[config.mk]
export PLATFORM = sky130hd
export DESIGN_NAME = ncfc_mac
export DESIGN_NICKNAME = d
export VERILOG_FILES = /design/src/sv/ncfc_pkg.sv /design/src/sv/ncfc_mac.sv
export SDC_FILE = /design/constraint.sdc
export NUM_CORES = 2
export LEC_CHECK = 0
export BUFFER_PORTS_ARGS = -buffer_cell sky130_fd_sc_hd__buf_2
export CAP_MARGIN = 25
export CORE_AREA = 2 2 373 375
export CTS_BUF_LIST = sky130_fd_sc_hd__clkbuf_4 sky130_fd_sc_hd__clkbuf_8
export DETAILED_ROUTE_END_ITERATION = 10
export DIE_AREA = 0 0 375 377
export SLEW_MARGIN = 20
export SYNTH_ARGS = -nofsm -noshare
export SYNTH_HDL_FRONTEND = slang
export SYNTH_SLANG_ARGS = --single-unit
export TNS_END_PERCENT = 50
[constraint.sdc]
create_clock -name aclk -period 24.4 [get_ports aclk]
set_input_delay 6.1 -clock aclk [delete_from_list [all_inputs] [get_ports aclk]]
set_output_delay 6.1 -clock aclk [all_outputs]
set_load 0.005 [all_outputs]
[src/sv/ncfc_pkg.sv]
`default_nettype none
package ncfc_pkg;

    localparam int CHANNELS    = 2;
    localparam int STAGE_SLOTS = 6;
    localparam int MEM_DEPTH   = CHANNELS * 2 * STAGE_SLOTS;
    localparam int MEM_AW      = (MEM_DEPTH > 1) ? $clog2(MEM_DEPTH) : 1;

    localparam int ONE_Q23     = 1 << 23;
    localparam int HALF_Q23    = 1 << 22;
    localparam int STAGE_LIMIT = 100 * ONE_Q23;

    // shared multiplier operand widths
    localparam int MAC_AW = 35;
    localparam int MAC_BW = 26;
    localparam int MAC_PW = 61;

    // shared divider widths
    localparam int DIV_NW = 50;
    localparam int DIV_DW = 26;
    localparam int DIV_QW = 25;

    // register indexes
    localparam logic [1:0] REG_LOWPASS  = 2'd0;
    localparam logic [1:0] REG_HIGHPASS = 2'd1;
    localparam logic [1:0] REG_NONLIN   = 2'd2;
    localparam logic [1:0] REG_DRYWET   = 2'd3;

    typedef struct packed {
        logic                     start;
        logic signed [MAC_AW-1:0] a;
        logic signed [MAC_BW-1:0] b;
        logic signed [MAC_PW-1:0] c;
    } mac_req_t;

    typedef struct packed {
        logic                     done;
        logic signed [MAC_PW-1:0] res;
    } mac_rsp_t;

    typedef struct packed {
        logic              start;
        logic [DIV_NW-1:0] num;
        logic [DIV_DW-1:0] den;
    } div_req_t;

    typedef struct packed {
        logic              done;
        logic [DIV_QW-1:0] quo;
    } div_rsp_t;

    // floor((k * 2^23 + 32767) / 65535), full scale maps to exactly 2^23
    function automatic logic [23:0] knob_frac(input logic [15:0] k);
        logic [23:0] y;
        logic [7:0]  t;
        logic [16:0] r;
        y = {1'b0, k, 7'd0} + 24'd32767;
        t = y[23:16];
        r = {9'd0, t} + {1'b0, y[15:0]};
        return {1'b0, k, 7'd0} + 24'(t) + 24'(r >= 17'd65535);
    endfunction

endpackage
`default_nettype wire

[src/sv/ncfc_mac.sv]
`default_nettype none
module ncfc_mac (
    input  wire logic              aclk,
    input  wire logic              aresetn,
    input  wire ncfc_pkg::mac_req_t req,
    output ncfc_pkg::mac_rsp_t     rsp
);
    import ncfc_pkg::*;

    logic signed [MAC_PW-1:0] prod_reg;
    logic signed [MAC_PW-1:0] add_reg;
    logic signed [MAC_PW-1:0] res_reg;
    logic                     busy_reg;
    logic                     done_reg;

    always_ff @(posedge aclk) begin
        if (!aresetn) begin
            busy_reg <= 1'b0;
            done_reg <= 1'b0;
        end else begin
            busy_reg <= req.start;
            done_reg <= busy_reg;
        end
    end

    // product registered before the add
    always_ff @(posedge aclk) begin
        if (req.start) begin
            prod_reg <= req.a * req.b;
            add_reg  <= req.c;
        end
        if (busy_reg) begin
            res_reg <= prod_reg + add_reg;
        end
    end

    assign rsp.done = done_reg;
    assign rsp.res  = res_reg;

endmodule
`default_nettype wire

==> run summary <==
outcome = completed
most frequent cell after synthesis = inv_1
met1 usage = 22.5%
Worst Hold Class = register to register
vias in the first global route = 32.0k
Inst Count DP = 6031
placer congestion estimate = 0.886
# setup viols final = 0
global route hottest layer = met2
terminus of the critical flop-to-flop path = res_reg[46]
clk sink count = 185
core area = 137000 µm²
Row Count = 136
Residual DRC = 0
Synth Flop Type = edfxtp_1
synth top area cells = fa_1 (45%), edfxtp_1 (13%), inv_1 (8.6%)
FF-to-FF path depth = 12
Post-synth EDFFs = 183
Min-Delay Path Depth = 1
Multi-input gate area = 31000 µm²
arrival time worst endpoint = 13.82 ns
Crit. End Element = register
H-tree depth = 4
Worst-Skew Late Latency = 0.51 ns
period utilization = 55.2%
Netlist cell types = 77
asr flop ratio synth = 0%
post-synthesis cell count = 4250
total wire length = 119000 µm
minimum clock period = 13.48 ns
setup TNS = 0 ns
Fmax achieved = 74.2 MHz
hpwl dp = 93100 µm
P&R area growth vs syn = 7.05%
Synth top area share = 45.3%
Global Route Usage Sum = 17.2%
Avg WL per Cell = 19.7 µm
Yosys top cell by area = fa_1
crit-path max FO = 35
max-slew violations = 0
met2 Use GR = 29.4%
Slew @ Worst Pin = 1.06 ns
leading cell types by count after synthesis = inv_1 (941), fa_1 (927), nand2_1 (584)
mapped cell area = 40900 µm²
Worst-path clk slew = 0.12 ns
CTS tree = done
Fillers = 14.1k
number of antenna violations at the first check in global routing = 24
share of post-route cells with drive strength above 1 = 5.86%
Initial Util = 29.9%
max-cap violations = 0
DIE HEIGHT = 377 µm
Synth Warn # = 0
Hold Path End = res_reg[0]
First-pass DRT Iterations = 7
hold buffer count at CTS = 0
Antenna Nets Post-Route = 0
grt ovf = 0
first-pass GRT wire length = 189000 µm
Resize count post-CTS = 0
startpoint types = input port
largest net degree at the start of global routing = 72
Port Buffers = 186
number of failing hold endpoints at the final stage = 0
io pins = 187
Final nets = 5532
Critical R2R Launch = add_reg[0]
Post-Layout Cell Count = 6065
Num CTS Buffers = 17
Die ar. = 141000 µm²
RSZ-0062 raised after global routing = no
CP startpoint = req[64]
# Post-CTS Setup Buffers = 0
Post-Syn Area per Cell = 9.63 µm²
CTS Root Cell = clkbuf_8
vias per cell = 4.83
critical path class = input port to register
post-synthesis sequential area ratio = 13.5%
Die W = 375 µm
CP required = 24.75 ns
maximum clock insertion buffer count = 2
grt met3 use = 2.82%
Hold Startpoint = prod_reg[0]
vias post-DR = 29.3k
reg2reg setup slack = 20.80 ns
Iteration-0 DRC Markers = 1964
relative slew slack = 29.1%
Clock Skews = 0.0408 ns
register area = 5540 µm²
synthesized flop and latch total = 185
Post-Syn Nets = 5526
==> kinds of logic (layout without fill, tap and decap cells) <==
family / after synthesis / count (layout) / synth area share, %
AOI/OAI and AO/OA: 393 / 393 / 6.23
xor gates and xnor gates: 120 / 120 / 2.57
adders and majority gates: 1151 / 1151 / 52.2
buffers and inverters: 1154 / 1173 / 10.7
DFF: 185 / 185 / 13.5
muxes: 5 / 5 / 0.125
other: 0 / 2 / 0
and+or+nand+nor: 1242 / 1242 / 14.7
==> layout by cell type (no fill, tap or decap), types with 35 or more instances in the layout <==
cell	count
nand4_1	35
edfxtp_1	183
a21o_1	64
nand2_1	584
nor2_1	100
inv_1	941
a21oi_1	123
ha_1	224
fa_1	927
o21ai_0	63
xnor2_1	75
buf_2	185
xor2_1	45
and2_1	388
==> per-stage QoR <==
step	utilization [%]	cell area (µm²)	hold WS (ns)	worst slack, ns
after global routing	32.0	43800	0.612	10.66
after detailed placement	31.7	43400	0.556	10.38
after floorplan	-	40900	0.513	11.58
after CTS	32.0	43800	0.601	10.95
after global placement	31.7	43400	0.540	10.51
final	32.0	43800	0.588	10.92
==> worst max-delay path by stage <==
stage,endpoint,slack [ns],cells after the start
2_1_floorplan,prod_reg[59],11.58,26
3_3_place_gp,prod_reg[59],10.51,24
3_5_place_dp,prod_reg[59],10.38,24
4_1_cts,prod_reg[59],10.95,24
5_1_grt,prod_reg[59],10.66,24
6_report,prod_reg[56],10.92,24
==> critical path, cell delays in order <==
cell and delay, ns:
buf_2 0.73, nand2_1 0.18, fa_1 0.54, inv_1 0.05
fa_1 0.56, inv_1 0.09, fa_1 0.52, fa_1 0.52
inv_1 0.06, fa_1 0.49, fa_1 0.49, inv_1 0.05
fa_1 0.52, inv_1 0.12, ha_1 0.44, and3_1 0.29
nor2b_1 0.18, nand4_1 0.10, a21oi_1 0.41, o211ai_2 0.14
a211oi_1 0.41, o41a_1 0.35, mux2_1 0.35, o2111ai_1 0.10
==> routing by layer <==
| layer | wire (µm) | part of all wire, % |
|---|---|---|
| met5 | 98 | 0.082 |
| met4 | 3860 | 3.2 |
| met3 | 8120 | 6.8 |
| met2 | 57100 | 48 |
| met1 | 50200 | 42 |
==> final cells by class <==
type | instances | share of cell area (%)
well taps | 1794 | 5.12
multi-input cells | 2911 | 70.8
inverters | 941 | 8.06
flip-flops and latches | 185 | 12.6
clock buffers | 17 | 0.534
repair buffers | 200 | 2.37
clock inverters | 15 | 0.434
diodes | 2 | 0.0114
Power is not shown: default switching activity piles up to over one toggle a cycle in this logic, so the estimate is an artifact.
