$ cat src/sv/ncfc_pkg.sv
`default_nettype none
package ncfc_pkg;

    localparam int CHANNELS    = 2;
    localparam int STAGE_SLOTS = 6;
    localparam int MEM_DEPTH   = CHANNELS * 2 * STAGE_SLOTS;
    localparam int MEM_AW      = (MEM_DEPTH > 1) ? $clog2(MEM_DEPTH) : 1;

    localparam int ONE_Q23     = 1 << 23;
    localparam int HALF_Q23    = 1 << 22;
    localparam int STAGE_LIMIT = 100 * ONE_Q23;

    // shared multiplier operand widths
    localparam int MAC_AW = 35;
    localparam int MAC_BW = 26;
    localparam int MAC_PW = 61;

    // shared divider widths
    localparam int DIV_NW = 50;
    localparam int DIV_DW = 26;
    localparam int DIV_QW = 25;

    // register indexes
    localparam logic [1:0] REG_LOWPASS  = 2'd0;
    localparam logic [1:0] REG_HIGHPASS = 2'd1;
    localparam logic [1:0] REG_NONLIN   = 2'd2;
    localparam logic [1:0] REG_DRYWET   = 2'd3;

    typedef struct packed {
        logic                     start;
        logic signed [MAC_AW-1:0] a;
        logic signed [MAC_BW-1:0] b;
        logic signed [MAC_PW-1:0] c;
    } mac_req_t;

    typedef struct packed {
        logic                     done;
        logic signed [MAC_PW-1:0] res;
    } mac_rsp_t;

    typedef struct packed {
        logic              start;
        logic [DIV_NW-1:0] num;
        logic [DIV_DW-1:0] den;
    } div_req_t;

    typedef struct packed {
        logic              done;
        logic [DIV_QW-1:0] quo;
    } div_rsp_t;

    // floor((k * 2^23 + 32767) / 65535), full scale maps to exactly 2^23
    function automatic logic [23:0] knob_frac(input logic [15:0] k);
        logic [23:0] y;
        logic [7:0]  t;
        logic [16:0] r;
        y = {1'b0, k, 7'd0} + 24'd32767;
        t = y[23:16];
        r = {9'd0, t} + {1'b0, y[15:0]};
        return {1'b0, k, 7'd0} + 24'(t) + 24'(r >= 17'd65535);
    endfunction

endpackage
`default_nettype wire

$ cat src/sv/ncfc_div.sv
`default_nettype none
module ncfc_div (
    input  wire logic              aclk,
    input  wire logic              aresetn,
    input  wire ncfc_pkg::div_req_t req,
    output ncfc_pkg::div_rsp_t     rsp
);
    import ncfc_pkg::*;

    logic [DIV_DW-1:0] rem_reg;
    logic [DIV_QW-1:0] lo_reg;
    logic [DIV_QW-1:0] quo_reg;
    logic [4:0]        cnt_reg;
    logic              busy_reg;
    logic              done_reg;
    logic [DIV_DW-1:0] req_den_reg;
    logic [DIV_DW:0]   shifted;
    logic              fits;

    assign shifted = {rem_reg, lo_reg[DIV_QW-1]};
    assign fits    = shifted >= {1'b0, req_den_reg};

    always_ff @(posedge aclk) begin
        if (!aresetn) begin
            busy_reg <= 1'b0;
            done_reg <= 1'b0;
        end else begin
            done_reg <= 1'b0;
            if (req.start) begin
                busy_reg <= 1'b1;
            end else if (busy_reg && cnt_reg == 5'd0) begin
                busy_reg <= 1'b0;
                done_reg <= 1'b1;
            end
        end
    end

    // restoring division, one quotient bit a cycle
    always_ff @(posedge aclk) begin
        if (req.start) begin
            rem_reg     <= DIV_DW'(req.num[DIV_NW-1:DIV_QW]);
            lo_reg      <= req.num[DIV_QW-1:0];
            req_den_reg <= req.den;
            quo_reg     <= '0;
            cnt_reg     <= 5'(DIV_QW - 1);
        end else if (busy_reg) begin
            if (fits) begin
                rem_reg <= DIV_DW'(shifted - {1'b0, req_den_reg});
            end else begin
                rem_reg <= DIV_DW'(shifted);
            end
            quo_reg <= {quo_reg[DIV_QW-2:0], fits};
            lo_reg  <= {lo_reg[DIV_QW-2:0], 1'b0};
            cnt_reg <= cnt_reg - 5'd1;
        end
    end

    assign rsp.done = done_reg;
    assign rsp.quo  = quo_reg;

endmodule
`default_nettype wire

$ cat config.mk
export PLATFORM = sky130hd
export DESIGN_NAME = ncfc_div
export DESIGN_NICKNAME = d
export VERILOG_FILES = /design/src/sv/ncfc_pkg.sv /design/src/sv/ncfc_div.sv
export SDC_FILE = /design/constraint.sdc
export NUM_CORES = 1
export LEC_CHECK = 0
export BUFFER_PORTS_ARGS = -buffer_cell sky130_fd_sc_hd__buf_2
export CELL_PAD_IN_SITES_DETAIL_PLACEMENT = 0
export CELL_PAD_IN_SITES_GLOBAL_PLACEMENT = 1
export CORE_ASPECT_RATIO = 1.1
export CORE_MARGIN = 3
export CORE_UTILIZATION = 28
export DETAILED_ROUTE_END_ITERATION = 8
export PLACE_DENSITY = 0.52
export RECOVER_POWER = 25
export SYNTH_ARGS = -nofsm -noshare
export SYNTH_HDL_FRONTEND = slang
export SYNTH_SLANG_ARGS = --single-unit
$ cat constraint.sdc
create_clock -name aclk -period 4 [get_ports aclk]
set_clock_uncertainty 0.05 [all_clocks]
set_input_delay 0.2 -clock aclk [delete_from_list [all_inputs] [get_ports aclk]]
set_output_delay 0.2 -clock aclk [all_outputs]
set_load 0.005 [all_outputs]
==> impl_metrics.yaml, run 1 <==
timing:
  setup_tns_ns: 0
  hold_violations: 0
  rsz0062_at_grt: "no"
  setup_violations: 0
  drv_slew: 0
  worst_slack_ns: 0.661
  slew_headroom: 0.419
  worstMarginPinSlew_ns: 0.850
  finalCriticalPeriod_ns: 3.34
  fin_crit_sh: 0.835
  max_clock_freq_mhz: 299
pwr:
  swShare: 0.349
  p_comb_frac: 0.357
  ir_drop_mv: 0.214
  power_leakage_nw: 2.99
  internal_power_w: 0.00241
  p_total_w: 0.00370
  p_sw_w: 0.00129
  power.density_nw_per_um2: 513
  p_clk_frac: 0.251
  p_seq_frac: 0.393
placement:
  portBuffers: 104
  pre_cts_ws_ns: 0.685
  dp_hpwl_um: 9900
  place.gp.congestion: 0.799
  post_dp_cell_area_sq_um: 6640
layout:
  ff_latch_area_sq_um: 2940
  layout-drive-gt1-share: 0.240
  multiInputGateArea_sq_um: 2660
  fin_area_sq_um: 7210
  syn_to_final_growth_pct: 23.0
  n_antenna_cell: 0
  fillCellCount: 2049
  layout.nets: 757
  mostFrequentLayoutCells: "buf_2 (95), edfxtp_1 (76), nor2_1 (48)"
  layout_commonest_cell: "buf_2"
clock_network:
  postCtsResizedCells: 0
  cts.sinks: 109
  numCtsBuffers: 9
  post_cts_buffers: 0
  holdBufCountCts: 27
  cts_buffer_depth: 2
  worstSkewPairLatency_ns: 0.36
  cts_tree: "yes"
  clk_root_buffer_cell: "clkbuf_16"
  h-tree-depth: 3
  clkTransAtPathRegs_ns: 0.08
run_status:
  status: "finished clean"
critical_path:
  cp.required_ns: 4.07
  r2r-start: "rem_reg[5]$_DFFE_PP_"
  worstSetupPathType: "reg -> reg"
  r2r_setup_slack_ns: 0.66
  crit_arrival_ns: 3.41
  endpoint: "rem_reg[17]$_DFFE_PP_"
  crit_start: "rem_reg[5]$_DFFE_PP_"
  reg2reg_to: "rem_reg[17]$_DFFE_PP_"
  cp_max_fo: 15
  rr_worst_depth: 10
  critPathCaptureType: "flip-flop"
  worstSetupStartpointType: "flip-flop"
synthesis:
  avgSynthCellArea_sq_um: 11.1
  ys_seq_elements: 109
  synth-main-ff-cell: "edfxtp_1"
  netlist_instances: 528
  synth_nets: 635
  synth_area_sq_um: 5860
  synth_warnings: 0
  synth_edf_count: 76
  ys_seq_area_frac: 0.502
  ys_types: 58
  synthArstFlopShare: 0
floorplanning:
  die_w_um: 144
  die_area_sq_um: 22700
  fp-row-count: 54
  initial_core_util: 0.290
  coreArea_sq_um: 20200
  io_pins: 105
  die_y_um: 158
route:
  drc: 0
  wl_per_cell_um: 15.1
  vias_per_cell: 4.78
  drtIter0Drc: 156
  vias: 4335
  first_pass_iters: 4
  wl_um: 13700
  drtAntennaViolNets: 0
global_routing:
  antenna_found_initial: 0
  grt_max_degree: 85
  grt_usage: 0.123
  grt_pass1_wl_um: 22300
  grt_pass1_vias: 4445
  grt_overflow: 0
flow_run:
  drv_cap: 0
hold_path:
  hold_path.class: "in -> reg"
logic make-up (layout without fill, tap and decap cells):
kind of cell	after synthesis	after routing	share of synthesized area
AND/OR/NAND/NOR	143	143	0.119
flip-flops	109	109	0.502
AO/OA/AOI/OAI	103	103	0.131
buffers and inverters	63	190	0.0452
multiplexers	59	59	0.107
adder cells (fa/ha/maj)	28	28	0.0610
XOR/XNOR	23	23	0.0343
cell usage after synthesis, types with 5 or more instances:
cell type | count | area, sq um
xor2_1 | 10 | 87.6
buf_1 | 5 | 18.8
a21o_1 | 8 | 60.1
a21oi_1 | 21 | 105
dfxtp_1 | 33 | 661
nor2b_1 | 6 | 37.5
ha_1 | 27 | 338
o311ai_0 | 13 | 114
nand2b_1 | 8 | 50.1
o21a_1 | 5 | 37.5
nand4_1 | 7 | 43.8
nand3b_1 | 15 | 113
mux2_2 | 27 | 304
xnor2_1 | 13 | 114
nand2_1 | 34 | 128
o21ai_0 | 15 | 75.1
a211oi_1 | 5 | 37.5
mux2i_1 | 31 | 310
inv_1 | 36 | 135
edfxtp_1 | 76 | 2280
nor3_1 | 7 | 35.0
clkbuf_1 | 15 | 56.3
nor2_1 | 48 | 180
how the worst min path moves through the flow:
stage	start	end	slack (ns)	depth (start not counted)
after floorplan	req[0]	req_den_reg[0]$_DFFE_PP_	0.25	0
after global placement	req[15]	req_den_reg[15]$_DFFE_PP_	0.33	1
after detailed placement	req[6]	req_den_reg[6]$_DFFE_PP_	0.33	1
after CTS	req[74]	rem_reg[23]$_DFFE_PP_	0.06	2
after global routing	req[26]	lo_reg[0]$_SDFFCE_PN0P_	0.06	2
final	req[74]	rem_reg[23]$_DFFE_PP_	0.08	2
per-stage QoR:
step,utilization,hold slack (ns),instances
finish,0.357,0.0794,907
global placement,0.329,0.327,864
global route,0.357,0.0606,907
CTS,0.358,0.0563,907
detailed placement,0.329,0.328,864
floorplan,-,0.249,528
metal layers:
layer,vias up,global-route usage,share of wire
met1,2046,0.156,0.46
met3,14,0.0393,0.065
li1,2186,-,-
met4,0,0.0368,0.014
met2,89,0.199,0.46
met5,-,0,0
worst max-delay path: stages, from the launching register on:
cell and delay [ns]:
edfxtp_1 0.40, ha_1 0.39, a2111oi_0 0.42, nor3_1 0.10, a21boi_4 0.18, a211oi_4 0.39, o31ai_4 0.14, a31oi_4 0.21
buf_4 0.23, mux2_1 0.33, mux2_2 0.26
cell type report:
class                           count  area share
Sequential cell                   109       0.408
Multi-Input combinational cell    356       0.368
Timing Repair Buffer              138       0.118
Tap cell                          252      0.0437
Clock buffer                        9      0.0312
Inverter                           36      0.0187
Clock inverter                      7      0.0123
power groups by stage:
stage                     combinational [W]  clock (W)  sequential, W
after floorplan                     0.00102          0        0.00145
after global placement              0.00131          0        0.00147
after detailed placement            0.00131          0        0.00148
after CTS                           0.00134   0.000972        0.00145
after global routing                0.00149    0.00101        0.00147
final                               0.00132   0.000928        0.00145
No activity file was read; power rests on OpenSTA's default activity.
==> inputs of run 2 (changes only) <==
==> constraint.sdc (replaced) <==
create_clock -name aclk -period 3.4 [get_ports aclk]
set_clock_uncertainty 0.05 [all_clocks]
set_input_delay 0.17 -clock aclk [delete_from_list [all_inputs] [get_ports aclk]]
set_output_delay 0.17 -clock aclk [all_outputs]
set_load 0.005 [all_outputs]
==> run 2 against run 1 <==
Effect of this change:
- hold slack worse by 0.043 ns
- clock power increased by 21%
- non-clock buffer count is 1 higher
- die area did not move
- power up 19%
- core utilization increased by 0.093 points
- maximum frequency rose by 4.4%
- largest power group unchanged
- critical path depth unchanged
==> impl_metrics.yaml, run 2 (synthesis results as in run 1) <==
pwr:
  p_seq_frac: 0.389
  power.density_nw_per_um2: 607
  ir_drop_mv: 0.306
  p_sw_w: 0.00150
  swShare: 0.342
  p_comb_frac: 0.354
  p_clk_frac: 0.256
  power_leakage_nw: 3.01
  internal_power_w: 0.00289
timing:
  finalCriticalPeriod_ns: 3.20
  worst_slack_ns: 0.201
  worstMarginPinSlew_ns: 0.760
  hold_violations: 0
  drv_slew: 0
  fin_crit_sh: 0.941
  whs_ns: 0.0364
  max_clock_freq_mhz: 313
  slew_headroom: 0.493
  setup_tns_ns: 0
  rsz0062_at_grt: "no"
  setup_violations: 0
route:
  drc: 0
  wl_per_cell_um: 15.0
  drtIter0Drc: 157
  wl_um: 13600
  vias: 4270
  first_pass_iters: 4
  drtAntennaViolNets: 0
  vias_per_cell: 4.70
global_routing:
  grt_pass1_vias: 4458
  grt_usage: 0.122
  grt_pass1_wl_um: 22100
  grt_overflow: 0
  grt_max_degree: 73
  antenna_found_initial: 1
clock_network:
  numCtsBuffers: 9
  worstSkewPairLatency_ns: 0.36
  cts_buffer_depth: 2
  clk_root_buffer_cell: "clkbuf_16"
  cts.sinks: 109
  post_cts_buffers: 0
  h-tree-depth: 3
  clkTransAtPathRegs_ns: 0.08
  cts_tree: "yes"
floorplanning:
  die_w_um: 144
  coreArea_sq_um: 20200
  die_y_um: 158
  fp-row-count: 54
  io_pins: 105
  initial_core_util: 0.290
  die_area_sq_um: 22700
critical_path:
  worstSetupPathType: "reg -> reg"
  cp_max_fo: 22
  critPathMaxStageDelay_ns: 0.48
  cp.required_ns: 3.46
  critPathCaptureType: "flip-flop"
  worst_path_max_delay_cell: "a2111oi_1"
  crit_arrival_ns: 3.26
  crit_chain: "ha_1 > a2111oi_1 > nor3_1 > a21boi_4 > a211oi_4 > o31ai_4 > a31oi_4 > buf_12 > a2111oi_0 > a221o_1"
  worstSetupStartpointType: "flip-flop"
layout:
  fin_area_sq_um: 7230
  syn_to_final_growth_pct: 23.3
  mostFrequentLayoutCells: "buf_2 (96), edfxtp_1 (76), nor2_1 (48)"
  layout-drive-gt1-share: 0.242
  layout_commonest_cell: "buf_2"
  layout.nets: 758
  fillCellCount: 2046
  finalNonFillerCells: 909
placement:
  portBuffers: 104
  placed_cells: 865
  pre_cts_ws_ns: 0.182
  dp_hpwl_um: 9870
  place.gp.congestion: 0.827
  post_dp_cell_area_sq_um: 6650
run_status:
  status: "finished clean"
hold_path:
  hold_path.class: "in -> reg"
flow_run:
  drv_cap: 0
==> run 2: layer usage <==
metal,share of wire,up-vias,global-route usage
met4,0.011,2,0.0323
met1,0.45,1984,0.153
met3,0.060,13,0.0423
li1,-,2193,-
met2,0.47,78,0.203
met5,0.00096,-,0
==> run 2: power groups by stage <==
stage / registers (W) / clock network [W] / logic, W
4_1_cts: 0.00171 / 0.00118 / 0.00157
5_1_grt: 0.00173 / 0.00123 / 0.00176
3_3_place_gp: 0.00174 / 0 / 0.00154
3_5_place_dp: 0.00174 / 0 / 0.00154
2_1_floorplan: 0.00171 / 0 / 0.00120
6_report: 0.00171 / 0.00112 / 0.00155
==> run 2: through the flow <==
stage	utilization	power, W
final	0.358	0.00439
after global routing	0.358	0.00472
after CTS	0.358	0.00447
after detailed placement	0.329	0.00328
after global placement	0.329	0.00328
after floorplan	-	0.00291
==> run 2: worst max-delay path, delay by kind of cell (launching register included) <==
| kind | cells | cell delay [ns] |
|---|---|---|
| adder cells (fa/ha/maj) | 1 | 0.39 |
| AO/OA/AOI/OAI | 7 | 1.80 |
| buffers and inverters | 1 | 0.20 |
| AND/OR/NAND/NOR | 1 | 0.09 |
| flip-flops | 1 | 0.40 |
==> run 2: final timing paths <==
kind / from / to / slack (ns) / cells after the start
max: rem_reg[5]$_DFFE_PP_ / rem_reg[4]$_DFFE_PP_ / 0.20 / 10
max reg2reg: rem_reg[5]$_DFFE_PP_ / rem_reg[4]$_DFFE_PP_ / 0.20 / 10
min: req[74] / rem_reg[23]$_DFFE_PP_ / 0.04 / 2
min reg2reg: quo_reg[24]$_SDFFE_PP0P_ / quo_reg[24]$_SDFFE_PP0P_ / 0.45 / 2
==> run 2: repair_timing <==
item | 4_1_cts | 5_1_grt
hold buffers | 27 | 0
setup endpoints to repair | 0 | 1
gates resized for setup | 0 | 1
endpoints found under the hold margin | 28 | 0
==> run 2: final cells by class <==
| cell class | instances | area (sq um) | share of cell area |
|---|---|---|---|
| diodes | 1 | 2.50 | 0.000346 |
| flip-flops and latches | 109 | 2940 | 0.407 |
| clock inverters | 6 | 70.1 | 0.00969 |
| multi-input cells | 356 | 2660 | 0.367 |
| repair buffers | 139 | 857 | 0.119 |
| inverters | 36 | 135 | 0.0187 |
| clock buffers | 10 | 250 | 0.0346 |
| well taps | 252 | 315 | 0.0436 |
==> inputs of run 3 (changes only) <==
--- a/config.mk
+++ b/config.mk
@@ -5,6 +5,7 @@
 export SDC_FILE = /design/constraint.sdc
 export NUM_CORES = 1
 export LEC_CHECK = 0
+export ABC_AREA = 1
 export BUFFER_PORTS_ARGS = -buffer_cell sky130_fd_sc_hd__buf_2
 export CELL_PAD_IN_SITES_DETAIL_PLACEMENT = 0
 export CELL_PAD_IN_SITES_GLOBAL_PLACEMENT = 1
@@ -12,7 +13,7 @@
 export CORE_MARGIN = 3
 export CORE_UTILIZATION = 28
 export DETAILED_ROUTE_END_ITERATION = 8
-export PLACE_DENSITY = 0.52
+export PLACE_DENSITY = 0.55
 export RECOVER_POWER = 25
 export SYNTH_ARGS = -nofsm -noshare
 export SYNTH_HDL_FRONTEND = slang
==> run 3 against run 2 <==
Effect of this change:
- die area up 10%
- clock power about the same
- cell area up 9.3%
- critical path depth up 3
- flip-flop and latch count unchanged
==> impl_metrics.yaml, run 3 <==
route:
  vias: 5513
  wl_um: 17700
  drc: 0
  wl_per_cell_um: 13.7
  first_pass_iters: 4
  drtIter0Drc: 216
  drtAntennaViolNets: 0
  vias_per_cell: 4.25
synthesis:
  synth_compound_area_frac: 0.0429
  yosysTopAreaCell: "edfxtp_1"
  netlist_instances: 868
  netlist_top_cells_count: "nand2_1 (347), inv_1 (157), edfxtp_1 (76)"
  synth_top_family_by_area: "simple AND/OR/NAND/NOR gates"
  synth_area_sq_um: 6500
  synth_nets: 975
  synth-main-ff-cell: "edfxtp_1"
  yosys.area_share.simple: 0.322
  ys_seq_elements: 109
  synthArstFlopShare: 0
  synth_edf_count: 76
  synth_warnings: 0
  synth_xor_area_frac: 0.0135
  synth.top_cells.by_area: "edfxtp_1 (35%), nand2_1 (20%), dfxtp_1 (10%)"
  synthAdderAreaFrac: 0.0550
  synth_mux_area_frac: 0
  synth_top_cell_area_share: 0.351
  ys_seq_area_frac: 0.452
  synth_most_common_cell: "nand2_1"
  avgSynthCellArea_sq_um: 7.49
  ys_types: 34
timing:
  slew_headroom: 0.480
  max_clock_freq_mhz: 383
  finalCriticalPeriod_ns: 2.61
  fin_crit_sh: 0.767
  worstMarginPinSlew_ns: 0.781
  rsz0062_at_grt: "no"
  setup_tns_ns: 0
  setup_violations: 0
  hold_violations: 0
  drv_slew: 0
  worst_slack_ns: 0.791
floorplanning:
  coreArea_sq_um: 22500
  fp-row-count: 57
  die_w_um: 151
  die_y_um: 166
  initial_core_util: 0.290
  io_pins: 105
  die_area_sq_um: 25100
hold_path:
  hold_path.class: "in -> reg"
layout:
  multiInputGateArea_sq_um: 2820
  fin_area_sq_um: 7910
  layout.nets: 1103
  fillCellCount: 2555
  n_antenna_cell: 0
  layout_commonest_cell: "nand2_1"
  mostFrequentLayoutCells: "nand2_1 (347), inv_1 (157), buf_2 (100)"
  layout-drive-gt1-share: 0.146
  syn_to_final_growth_pct: 21.5
  ff_latch_area_sq_um: 2940
critical_path:
  cp_max_fo: 27
  critPathCaptureType: "flip-flop"
  worstSetupStartpointType: "flip-flop"
  critPathMaxStageDelay_ns: 0.42
  critPathTopFamily: "simple AND/OR/NAND/NOR gates"
  worst_path_max_delay_cell: "edfxtp_1"
  crit_buf_inv: 1
  cpMostUsedCell: "nand2_1"
  crit_chain: "ha_1 > nand2_1 > nor2_2 > nand2_1 > nor2_2 > nand2_1 > nand2_1 > nor2_4 > buf_4 > nand2_8 > nand3_1 > nand2_1 > nand2_1"
  crit_arrival_ns: 2.68
  worstSetupPathType: "reg -> reg"
  cp.required_ns: 3.47
placement:
  post_dp_cell_area_sq_um: 7320
  place.gp.congestion: 0.840
  pre_cts_ws_ns: 0.753
  portBuffers: 104
  dp_hpwl_um: 13100
clock_network:
  cts.sinks: 109
  postCtsResizedCells: 0
  numCtsBuffers: 9
  h-tree-depth: 3
  clkTransAtPathRegs_ns: 0.09
  cts_buffer_depth: 2
  clk_root_buffer_cell: "clkbuf_16"
  cts_tree: "yes"
  worstSkewPairLatency_ns: 0.36
run_status:
  status: "finished clean"
global_routing:
  grt_use_met2: 0.240
  grt_usage: 0.144
  grt_overflow: 0
  grt_most_used_layer: "met2"
  use_met3: 0.0388
  grt_use_met1: 0.185
  grt_pass1_wl_um: 28900
  grt_max_degree: 48
  grt_pass1_vias: 5699
  antenna_found_initial: 2
pwr:
  ir_drop_mv: 0.240
  power.density_nw_per_um2: 571
  power_leakage_nw: 4.01
  p_total_w: 0.00451
flow_run:
  drv_cap: 0
-- run 3: kinds of logic after synthesis --
group           count (synthesis)
compound gates                 49
xor+xnor                       10
fa+ha+maj                      28
buf+inv                       187
flops                         109
simple gates                  485
-- run 3: routing by layer --
metal | vias up | part of all wire
met1 | 2428 | 0.47
met2 | 96 | 0.47
met4 | 4 | 0.012
li1 | 2972 | -
met5 | - | 0.0015
met3 | 13 | 0.048
-- run 3: worst min-delay path: stages --
cell	delay (ns)
buf_2	0.07
nand2_1	0.04
nand2_1	0.05
-- run 3: final timing paths --
check / startpoint / endpoint / slack (ns) / depth (start not counted)
max: rem_reg[16]$_DFFE_PP_ / rem_reg[23]$_DFFE_PP_ / 0.79 / 13
min reg2reg: quo_reg[24]$_SDFFE_PP0P_ / quo_reg[24]$_SDFFE_PP0P_ / 0.41 / 2
min: req[64] / rem_reg[13]$_DFFE_PP_ / 0.02 / 3
max reg2reg: rem_reg[16]$_DFFE_PP_ / rem_reg[23]$_DFFE_PP_ / 0.79 / 13
-- run 3: report_power, final --
part	total, W	switching, W	internal, W
logic	0.00168	0.00107	0.000611
registers	0.00168	0.0000679	0.00161
clock network	0.00115	0.000595	0.000554
total	0.00451	0.00174	0.00278
-- run 3: area by class of cell --
| class | instances | share of cell area |
|---|---|---|
| repair buffers | 139 | 0.107 |
| inverters | 165 | 0.0783 |
| flip-flops and latches | 109 | 0.372 |
| clock buffers | 10 | 0.0302 |
| clock inverters | 6 | 0.00886 |
| multi-input cells | 572 | 0.356 |
| well taps | 295 | 0.0467 |
-- run 3: what timing repair did --
action,4_1_cts,5_1_grt
buffers inserted,0,0
hold buffers,28,0
endpoints found under the hold margin,29,0
-- run 3: stage by stage --
step | hold WS [ns] | util | cells
final | 0.0214 | 0.352 | 1296
after detailed placement | 0.298 | 0.326 | 1252
after CTS | 0.00575 | 0.352 | 1296
after global placement | 0.297 | 0.326 | 1252
after floorplan | 0.219 | - | 868
after global routing | 0.00997 | 0.352 | 1296
